## src/design/lta_pkg.sv

```systemverilog
// lta_pkg: shared types, register indexes and constants for lora time on air
// no dependencies; imported by every module of the block
`timescale 1ns / 1ps

package lta_pkg;

  // channel and register port widths
  localparam int LenW     = 8;
  localparam int OutW     = 22;
  localparam int CfgAddrW = 3;
  localparam int CfgDataW = 16;

  // register indexes on the configuration port
  localparam logic [CfgAddrW-1:0] REG_SF       = 3'd0;
  localparam logic [CfgAddrW-1:0] REG_BW       = 3'd1;
  localparam logic [CfgAddrW-1:0] REG_CR       = 3'd2;
  localparam logic [CfgAddrW-1:0] REG_CRC      = 3'd3;
  localparam logic [CfgAddrW-1:0] REG_PREAMBLE = 3'd4;

  // legal spreading factor and bandwidth code limits
  localparam logic [3:0] SF_MIN   = 4'd6;
  localparam logic [3:0] SF_MAX   = 4'd12;
  localparam logic [1:0] BW_MAX   = 2'd2;
  localparam logic [1:0] BW_125K  = 2'd0;
  localparam logic [3:0] SF_DE_LO = 4'd11;

  // block count divider: floor(y / d) = (y * ceil(2^16 / d)) >> 16, exact for y < 1024
  localparam int RecipW     = 14;
  localparam int RecipShift = 16;

  // ms divider: floor(w / 125) = (w * ceil(2^36 / 125)) >> 36, exact for w < 2^29
  localparam int               MsMulW   = 30;
  localparam logic [MsMulW-1:0] MS_RECIP = 30'd549755814;
  localparam int               MsShift  = 36;

  // settings after saturation, as the datapath uses them
  typedef struct packed {
    logic [3:0]        sf;        // saturated spreading factor, 6..12
    logic [3:0]        sym_div;   // sf minus twice the low rate flag, 6..12
    logic [RecipW-1:0] recip;     // ceil(2^16 / sym_div)
    logic [3:0]        cr_fac;    // coding rate plus four
    logic              crc;
    logic [15:0]       preamble;
    logic [3:0]        shift;     // sf minus bandwidth code, 4..12
  } lta_cfg_t;

  // reciprocal table for the block count divider
  function automatic logic [RecipW-1:0] recip_of(input logic [3:0] d);
    logic [RecipW-1:0] r;
    unique case (d)
      4'd6:    r = 14'd10923;
      4'd7:    r = 14'd9363;
      4'd8:    r = 14'd8192;
      4'd9:    r = 14'd7282;
      4'd10:   r = 14'd6554;
      4'd11:   r = 14'd5958;
      4'd12:   r = 14'd5462;
      default: r = 14'd0;
    endcase
    return r;
  endfunction

endpackage

```

## src/design/lta_cfg.sv

```systemverilog
// lta_cfg: radio setting registers and the values derived from them
// depends on lta_pkg
`timescale 1ns / 1ps

module lta_cfg
  import lta_pkg::*;
(
  input  logic                clk,
  input  logic                rst_n,
  input  logic                cfg_we,
  input  logic [CfgAddrW-1:0] cfg_addr,
  input  logic [CfgDataW-1:0] cfg_wdata,
  output lta_cfg_t            cfg_o
);

  logic [3:0]  sf_r;
  logic [1:0]  bw_r;
  logic [2:0]  cr_r;
  logic        crc_r;
  logic [15:0] pre_r;

  logic [3:0]  sf_sat;
  logic [1:0]  bw_sat;
  logic        de;
  logic [3:0]  sym_div;

  // register writes, unknown indexes dropped
  always_ff @(posedge clk) begin
    if (!rst_n) begin
      sf_r  <= 4'd7;
      bw_r  <= 2'd0;
      cr_r  <= 3'd1;
      crc_r <= 1'b1;
      pre_r <= 16'd8;
    end else if (cfg_we) begin
      unique case (cfg_addr)
        REG_SF:       sf_r  <= cfg_wdata[3:0];
        REG_BW:       bw_r  <= cfg_wdata[1:0];
        REG_CR:       cr_r  <= cfg_wdata[2:0];
        REG_CRC:      crc_r <= cfg_wdata[0];
        REG_PREAMBLE: pre_r <= cfg_wdata[15:0];
        default: ;
      endcase
    end
  end

  // saturate settings, low data rate optimisation flag
  always_comb begin
    if (sf_r < SF_MIN)      sf_sat = SF_MIN;
    else if (sf_r > SF_MAX) sf_sat = SF_MAX;
    else                    sf_sat = sf_r;
    bw_sat  = (bw_r > BW_MAX) ? BW_MAX : bw_r;
    de      = (sf_sat >= SF_DE_LO) && (bw_sat == BW_125K);
    sym_div = de ? (sf_sat - 4'd2) : sf_sat;
  end

  assign cfg_o.sf       = sf_sat;
  assign cfg_o.sym_div  = sym_div;
  assign cfg_o.recip    = recip_of(sym_div);
  assign cfg_o.cr_fac   = {1'b0, cr_r} + 4'd4;
  assign cfg_o.crc      = crc_r;
  assign cfg_o.preamble = pre_r;
  assign cfg_o.shift    = sf_sat - {2'b00, bw_sat};

endmodule

```

## src/design/lta_sym.sv

```systemverilog
// lta_sym: three stage pipe from payload length to four times the packet symbol count
// depends on lta_pkg
`timescale 1ns / 1ps

module lta_sym
  import lta_pkg::*;
(
  input  logic            clk,
  input  logic            rst_n,
  input  logic            adv,
  input  logic            in_valid,
  input  logic [LenW-1:0] len,
  input  lta_cfg_t        cfg,
  output logic            sym_valid,
  output logic [18:0]     sym4
);

  logic        v1_r, v2_r, v3_r;
  logic [9:0]  y_r, y_nxt;
  logic [6:0]  blk_r, blk_nxt;
  logic [18:0] sym4_r, sym4_nxt;

  logic [11:0] t;
  logic [11:0] s4;
  logic [11:0] x;
  logic [23:0] prod;
  logic [10:0] blk_syms;
  logic [9:0]  psyms;

  // stage 1: ceiling numerator, quartered, zero when not positive
  always_comb begin
    t     = {1'b0, len, 3'b000} + 12'd28 + (cfg.crc ? 12'd16 : 12'd0);
    s4    = {6'd0, cfg.sf, 2'b00};
    x     = t - s4 + {6'd0, cfg.sym_div, 2'b00} - 12'd1;
    y_nxt = (t > s4) ? x[11:2] : 10'd0;
  end

  // stage 2: block count by reciprocal multiply
  always_comb begin
    prod    = {14'd0, y_r} * {10'd0, cfg.recip};
    blk_nxt = prod[RecipShift+6:RecipShift];
  end

  // stage 3: payload symbols and quarter-symbol total
  always_comb begin
    blk_syms = {4'd0, blk_r} * {7'd0, cfg.cr_fac};
    psyms    = blk_syms[9:0] + 10'd8;
    sym4_nxt = {1'b0, cfg.preamble, 2'b00} + 19'd17 + {7'd0, psyms, 2'b00};
  end

  // valid bits
  always_ff @(posedge clk) begin
    if (!rst_n) begin
      v1_r <= 1'b0;
      v2_r <= 1'b0;
      v3_r <= 1'b0;
    end else if (adv) begin
      v1_r <= in_valid;
      v2_r <= v1_r;
      v3_r <= v2_r;
    end
  end

  // payload stages
  always_ff @(posedge clk) begin
    if (adv) begin
      y_r    <= y_nxt;
      blk_r  <= blk_nxt;
      sym4_r <= sym4_nxt;
    end
  end

  assign sym_valid = v3_r;
  assign sym4      = sym4_r;

endmodule

```

## src/design/lta_scale.sv

```systemverilog
// lta_scale: two stage pipe from quarter-symbol total to milliseconds, rounded up
// depends on lta_pkg
`timescale 1ns / 1ps

module lta_scale
  import lta_pkg::*;
(
  input  logic            clk,
  input  logic            rst_n,
  input  logic            adv,
  input  logic            sym_valid,
  input  logic [18:0]     sym4,
  input  logic [3:0]      shift,
  output logic            ms_valid,
  output logic [OutW-1:0] ms
);

  logic            v4_r, v5_r;
  logic [28:0]     w_r, w_nxt;
  logic [OutW-1:0] ms_r, ms_nxt;

  logic [30:0] q;
  logic [31:0] z;
  logic [58:0] prod;

  // stage 4: scale to 125 kHz chips, ms = floor((2q + 999) / 1000)
  always_comb begin
    q     = {12'd0, sym4} << shift;
    z     = {q, 1'b0} + 32'd999;
    w_nxt = z[31:3];
  end

  // stage 5: divide by 125 through reciprocal multiply
  always_comb begin
    prod   = {30'd0, w_r} * {29'd0, MS_RECIP};
    ms_nxt = prod[MsShift+OutW-1:MsShift];
  end

  // valid bits
  always_ff @(posedge clk) begin
    if (!rst_n) begin
      v4_r <= 1'b0;
      v5_r <= 1'b0;
    end else if (adv) begin
      v4_r <= sym_valid;
      v5_r <= v4_r;
    end
  end

  // payload stages
  always_ff @(posedge clk) begin
    if (adv) begin
      w_r  <= w_nxt;
      ms_r <= ms_nxt;
    end
  end

  assign ms_valid = v5_r;
  assign ms       = ms_r;

endmodule

```

## src/design/lora_time_on_air.sv

```systemverilog
// lora_time_on_air: top level, time on air of a lora packet in milliseconds
// depends on lta_pkg, lta_cfg, lta_sym, lta_scale
//
//   channel   | direction | content
//   in_       | slave     | payload length, one word per packet
//   out_      | master    | time on air in ms, one word per input word
//   cfg_      | write     | radio settings, indexes 0..4
//
// five register stages; a word can enter every cycle unless out_ stalls; its result
// passes through y, blk, sym4 and w and is shown in the output register ms
// at most one multiplier per stage sets depth (block count, symbols, ms divide)
// a stall on the out_ side freezes all stages at once, nothing lost or repeated
// synchronous active low reset clears valid bits and restores default settings
`timescale 1ns / 1ps

module lora_time_on_air
  import lta_pkg::*;
(
  input  logic                clk,
  input  logic                rst_n,
  input  logic                in_tvalid,
  output logic                in_tready,
  input  logic [7:0]          in_tdata,    // [7:0] payload_length
  output logic                out_tvalid,
  input  logic                out_tready,
  output logic [23:0]         out_tdata,   // [21:0] airtime_ms, [23:22] zero
  input  logic                cfg_we,
  input  logic [CfgAddrW-1:0] cfg_addr,
  input  logic [CfgDataW-1:0] cfg_wdata
);

  lta_cfg_t        cfg;
  logic            adv;
  logic            sym_valid;
  logic [18:0]     sym4;
  logic            ms_valid;
  logic [OutW-1:0] ms;

  // pipe moves whenever the output register is free or being taken
  assign adv       = !ms_valid || out_tready;
  assign in_tready = adv;

  // settings
  lta_cfg u_cfg (
    .clk       (clk),
    .rst_n     (rst_n),
    .cfg_we    (cfg_we),
    .cfg_addr  (cfg_addr),
    .cfg_wdata (cfg_wdata),
    .cfg_o     (cfg)
  );

  // symbol count stages
  lta_sym u_sym (
    .clk       (clk),
    .rst_n     (rst_n),
    .adv       (adv),
    .in_valid  (in_tvalid),
    .len       (in_tdata[LenW-1:0]),
    .cfg       (cfg),
    .sym_valid (sym_valid),
    .sym4      (sym4)
  );

  // time scaling stages
  lta_scale u_scale (
    .clk       (clk),
    .rst_n     (rst_n),
    .adv       (adv),
    .sym_valid (sym_valid),
    .sym4      (sym4),
    .shift     (cfg.shift),
    .ms_valid  (ms_valid),
    .ms        (ms)
  );

  assign out_tvalid = ms_valid;
  assign out_tdata  = {2'b00, ms};

endmodule
```

## config.mk

```make
export PLATFORM = sky130hd
export DESIGN_NAME = lora_time_on_air
export DESIGN_NICKNAME = d
export VERILOG_FILES = /design/src/design/lta_pkg.sv /design/src/design/lta_cfg.sv /design/src/design/lta_sym.sv /design/src/design/lta_scale.sv /design/src/design/lora_time_on_air.sv
export SDC_FILE = /design/constraint.sdc
export NUM_CORES = 1
export LEC_CHECK = 0
export BUFFER_PORTS_ARGS = -buffer_cell sky130_fd_sc_hd__buf_2
export CAP_MARGIN = 20
export CELL_PAD_IN_SITES_DETAIL_PLACEMENT = 1
export CELL_PAD_IN_SITES_GLOBAL_PLACEMENT = 2
export CORE_MARGIN = 3
export CORE_UTILIZATION = 47
export DETAILED_ROUTE_END_ITERATION = 10
export PLACE_DENSITY_LB_ADDON = 0.1
export SYNTH_ARGS = -nofsm -noshare
export SYNTH_HDL_FRONTEND = slang
export SYNTH_SLANG_ARGS = --single-unit
```

## constraint.sdc

```tcl
create_clock -name clk -period 14.8 [get_ports clk]
set_input_delay 1.48 -clock clk [delete_from_list [all_inputs] [get_ports clk]]
set_output_delay 1.48 -clock clk [all_outputs]
set_load 0.01 [all_outputs]
```

**After elaboration in Yosys (flattened, before gate mapping)**

Index checks and enable logic that the tools add are counted.
Widths: inputs -> output; s select.

- Order comparisons: 5
- Divide/modulo/power cells: 0
- Shift operators: 1
- Reductions and logical operators: 10
- Multiply operators: 3
- Eq/ne operators: 11
- $add $sub $neg: 12
- Muxes and demuxes: 6
- Bitwise operators: 0

Operators by type and width:

| cell | number |
|---|---|
| $pmux 14 s7 | 1 |
| $mul 29x29->57 const B | 1 |
| $add 32x10->32 const B | 1 |
| $shl 19x4->31 | 1 |
| $mul 10x14->23 | 1 |
| $eq 4x4->1 const B | 5 |
| $add 18x5->19 const B | 1 |
| $add 19x12->19 | 1 |
| $add 11x5->12 const B | 1 |
| $add 12x12->12 | 1 |
| $add 12x6->12 | 1 |
| $gt 12x6->1 | 1 |
| $mux 4 | 3 |
| $sub 12x1->12 const B | 1 |
| $sub 12x6->12 | 1 |
| $add 10x4->10 const B | 1 |
| $mul 7x4->10 | 1 |
| $reduce_and 2->1 | 5 |
| $eq 4x3->1 const B | 2 |
| $eq 3x2->1 const B | 2 |
| $mux 5 | 1 |
| $add 3x3->4 const B | 1 |
| $ge 4x4->1 const B | 1 |
| $gt 4x4->1 const B | 1 |
| 12 further kinds | 12 |

- Memories kept: 0
- Bits in latches: 0
- ROM bits: 0
- Bits of input ports: 32
- Output and inout port bits: 26
- Memory bits (writable): 0
- Register bits: 118
- Logic and storage cells: 63

**Depth between registers and ports, before layout**

- Depth after elaboration: 9
- Mapped depth: 30
- Mapped depth without buffers: 30

**Hierarchy**

A second synthesis with hierarchy kept.

- Cells, all modules: 2605
- Area, all modules: 25456.9 um^2

Modules (own cells, without submodules):

| module | area an instance (um^2) | cells an instance | sequential area each (um^2) | instances |
|---|---|---|---|---|
| lta_scale | 16428.3 | 1599 | 1571.5 | 1 |
| lta_sym | 7483.4 | 806 | 1081.0 | 1 |
| lta_cfg | 1520.2 | 196 | 520.5 | 1 |
| lora_time_on_air | 25.0 | 4 | 0.0 | 1 |

**Least setup slack after synthesis**

Ideal clock, no wire load.

- Path kind: reg-to-reg
- From: reg u_cfg.sf_r[1]
- To: reg u_sym.blk_r[6], data pin
- Arrival time: 6.978 ns
- Setup slack: 7.562 ns
- Stages on the path, launching flop included: 30
- Clock period less this slack: 7.238 ns
- Library setup time: 0.260 ns
- Data required time: 14.540 ns
- Buffers on the path: 0
- Cell sequence: dfxtp_1 > inv_1 > o21ai_1 > inv_1 > ha_1 > o22a_1 > inv_2 > nand2_1 > nor2_1 > nand2_1 > o31ai_1 > nand2_1 > fa_1 > inv_1 > fa_1 > inv_1 > fa_1 > inv_1 > fa_1 > inv_1 > fa_1 > inv_1 > ha_1 > a2111oi_0 > o21ai_0 > o21a_1 > o221a_2 > o41ai_1 > o21bai_1 > xnor2_1

- Longest elaborated chain between the ends: 9
- Elaborated cells between the ends (all ways): 17
- Classes of those cells: 1 x add/sub; 1 x mul; 3 x order compare; 7 x eq/ne; 4 x mux; 1 x reduce/logical

RTL lines:

| element | line | text |
|---|---|---|
| from (decl) | lta_cfg.sv:16 | `logic [3:0] sf_r;` |
| from (signal assigned) | lta_cfg.sv:37 | `REG_SF: sf_r <= cfg_wdata[3:0];` |
| $gt 4x4->1 | lta_cfg.sv:50 | `else if (sf_r > SF_MAX) sf_sat = SF_MAX;` |
| $mux 4 | lta_cfg.sv:50 |  |
| $mux 4 * | lta_cfg.sv:49 | `if (sf_r < SF_MIN) sf_sat = SF_MIN;` |
| $ge 4x4->1 | lta_cfg.sv:53 | `de = (sf_sat >= SF_DE_LO) && (bw_sat == BW_125K);` |
| $logic_and 1x1->1 | lta_cfg.sv:53 |  |
| $mux 4 * | lta_cfg.sv:54 | `sym_div = de ? (sf_sat - 4'd2) : sf_sat;` |
| $eq 4x4->1 / $eq 4x3->1 (equally long branches) | lta_pkg.sv:50 | `unique case (d)` |
| $pmux 14 s7 * | lta_pkg.sv:50 |  |
| $mul 10x14->23 * | lta_sym.sv:40 | `prod = {14'd0, y_r} * {10'd0, cfg.recip};` |
| named net u_sym.prod[22] | lta_sym.sv:26 | `logic [23:0] prod;` |
| to (signal assigned) | lta_sym.sv:68 | `blk_r <= blk_nxt;` |
| to (decl) | lta_sym.sv:20 | `logic [6:0] blk_r, blk_nxt;` |

The timed path passes the listed nets; every way through them passes the cells marked *.
A chain may end at the register's enable or synchronous reset.

**Worst setup path in the final report**

- From: reg u_cfg.sf_r[3]
- To: reg u_sym.blk_r[6], data pin

The elaborated chain is that of the path after synthesis.

==> results_dict.tcl <==
set metrics [dict create \
    hold_depth 2 \
    clockBufferDepth 2 \
    slew_headroom 0.391 \
    finalHoldViolCount 0 \
    cts_root_buf "clkbuf_16" \
    start_util 0.481 \
    fin_skew_ns 0.0146 \
    synthXorXnorAreaFrac 0.0297 \
    async_reset_ff_frac 0 \
    first_pass_iters 5 \
    grtUsageMet1 0.302 \
    setup_viol 0 \
    coreArea_um2 50800 \
    setup.worst_path.class "reg -> reg" \
    synth_fa_ha_area_frac 0.548 \
    syn_area_um2 24400 \
    grt_pass1_vias 19600 \
    use_met3 0.0336 \
    arrival_ns 8.67 \
    synth_top_family_by_area "adder cells" \
    layout.cell_area.non_filler_um2 26200 \
    cts_tree "yes" \
    startpoint_type "register" \
    drtIter0Drc 560 \
    yosysTopAreaCellShare 0.303 \
    antenna_found_initial 0 \
    syn_inst 2471 \
    cp_max_fo 11 \
    placed_area_um2 25600 \
    postRouteAntennaNets 0 \
    synth_edf_count 84 \
    antenna_cells 0 \
    clk_pin_slew_ns 0.07 \
    cts_max_level 4 \
    synth_area_leaders "fa_1 30%, ha_1 24%, edfxtp_1 10%" \
    dieArea_um2 54700 \
    ys_seq_area_frac 0.129 \
    wl_per_cell_um 19.5 \
    status "finished clean" \
    rrSetupSlack_ns 6.35 \
    yosys_warnings 0 \
    nNetsFinal 3414 \
    cts-resized-gates 0 \
    drive_gt1_frac 0.0608 \
    grt_overflow_total 0 \
    ys_seq_elements 115 \
    cp_slowest_stage_delay_ns 0.71 \
    drv_slew 0 \
    path_delay_family "adder cells" \
    cts_setup_buffers 0 \
    cts_buffers 17 \
    reg2reg_to "u_sym.blk_r[6]" \
    tns_ns 0 \
    wl_um 62800 \
    layout.cells.non_filler 3220 \
    dp_cells 3188 \
    busiest_layer "met2" \
    synthMostInstantiatedCell "inv_1" \
    worstHoldPathType "reg -> reg" \
    synth_cell_types 72 \
    grt_usage 0.245 \
    crit_chain "nor2b_1 -> ha_1 -> o22a_1 -> inv_2 -> nand3_1 -> a21oi_1 -> o21bai_1 -> nand2_1 -> fa_1 -> inv_1 -> fa_1 -> fa_1 -> fa_1 -> inv_1 -> fa_1 -> inv_1 -> ha_1 -> a211oi_1 -> o21ai_0 -> o21a_1 -> o221a_2 -> o41ai_1 -> o21bai_1 -> xnor2_1" \
    port_buffers 55 \
    slowest_stage "a21oi_1" \
    fmax_mhz 118 \
    area_growth_syn_to_layout_pct 7.11 \
    critical_path.endpoint_type "register" \
    grt_max_degree 46 \
    cts_sinks 115 \
    die_y_um 234 \
    synth_largest_area_cell "fa_1" \
    crit_start "u_cfg.sf_r[3]" \
    fin_crit_sh 0.571 \
    gp_congestion 0.886 \
    drv_cap 0 \
    dp_hpwl_um 53100 \
    viasPerCell 5.27 \
    tightest_slew_ns 0.904 \
    io_pins 58 \
    grt.met2_usage 0.446 \
    cp.depth 24 \
    postCtsHoldBufs 0 \
    crit_path_frequent_cell "fa_1" \
    synth_compound_area_frac 0.0711 \
    crit_end "u_sym.blk_r[6]" \
    preCtsSetupSlack_ns 6.34 \
    rows 82 \
    worstPathRequired_ns 15.01 \
    reg2reg_from "u_cfg.sf_r[3]" \
    fin_crit_ns 8.45 \
    fillers 5800 \
    vias 17000 \
    clk_latency_ns 0.48 \
    ys.flop_type "edfxtp_1" \
    critPathBufInv 4 \
    r2r_cells 24 \
    synth.area.mux_share 0.0287 \
    synth_common_cells "611 x inv_1, 478 x ha_1, 369 x fa_1, 159 x nand2_1, 84 x edfxtp_1" \
    fin_ws_ns 6.35 \
    synth-simple-area-share 0.0911 \
    avgSynthCellArea_um2 9.88 \
    die_w_um 234 \
    rsz0062_at_grt "false" \
    drcViolationCount 0 \
    grt_pass1_wl_um 103000 \
]
==> sequential cells by signal, indices dropped and copies added, names as in the netlist <==
name	count
u_cfg.bw_r	2
u_cfg.cr_r	3
u_cfg.crc_r	1
u_cfg.pre_r	16
u_cfg.sf_r	4
u_scale.ms	22
u_scale.ms_valid	1
u_scale.v4_r	1
u_scale.w_r	29
u_sym.blk_r	7
u_sym.sym4	17
u_sym.sym_valid	1
u_sym.v1_r	1
u_sym.v2_r	1
u_sym.y_r	9
==> tightest hold or removal path, stage by stage (launching register included) <==
cell	delay (ns)
dfxtp_1	0.32
nand2_1	0.05
a21boi_0	0.06
==> metrics by stage <==
step | util | hold slack (ns)
after floorplan | - | 0.440
after global placement | 0.503 | 0.457
after detailed placement | 0.503 | 0.464
after CTS | 0.515 | 0.483
after global routing | 0.515 | 0.505
final | 0.515 | 0.477
==> cells by family (layout without fill, tap and decap cells) <==
| family | count (synthesis) | after routing |
|---|---|---|
| other | 2 | 14 |
| buffers and inverters | 658 | 723 |
| AND/OR/NAND/NOR | 446 | 446 |
| AO/OA/AOI/OAI | 268 | 268 |
| XOR/XNOR | 82 | 82 |
| flip-flops | 115 | 115 |
| multiplexers | 53 | 53 |
| adder cells (fa/ha/maj) | 847 | 847 |
==> worst min-delay path by stage <==
stage               slack [ns]          endpoint      startpoint
global route              0.50  u_scale.ms_valid    u_scale.v4_r
detailed placement        0.46  u_scale.ms_valid    u_scale.v4_r
finish                    0.48    u_cfg.pre_r[1]  u_cfg.pre_r[1]
global placement          0.46  u_scale.ms_valid    u_scale.v4_r
CTS                       0.48       u_cfg.crc_r     u_cfg.crc_r
floorplan                 0.44  u_scale.ms_valid    u_scale.v4_r
==> layer usage <==
layer,part of all wire,routed length (µm)
met1,0.43,27300
met2,0.51,32000
met3,0.028,1750
met4,0.027,1710
met5,0,0
==> layout make-up <==
cell class              count  area [µm²]  share of cell area
multi-input cells        1710       18800               0.720
flip-flops and latches    115        3140               0.120
inverters                 613        2300              0.0881
well taps                 672         841              0.0322
repair buffers             78         443              0.0169
clock buffers              17         425              0.0163
clock inverters            15         175             0.00670
==> layout by cell type (no fill, tap or decap), types with 19 or more instances in the layout <==
cell and instances:
nand2_1 159, dfxtp_1 31, xnor2_1 52, buf_2 57, a21o_1 24, a211oi_1 19
buf_4 21, edfxtp_1 84, nor2b_1 35, ha_1 478, o21ai_0 43, nor2_1 67
xor2_1 29, and2_1 76, a21oi_1 76, nand3_1 30, fa_1 369, mux2i_1 25
inv_1 610
Power is not shown: default switching activity piles up to over one toggle a cycle in this logic, so the estimate is an artifact.
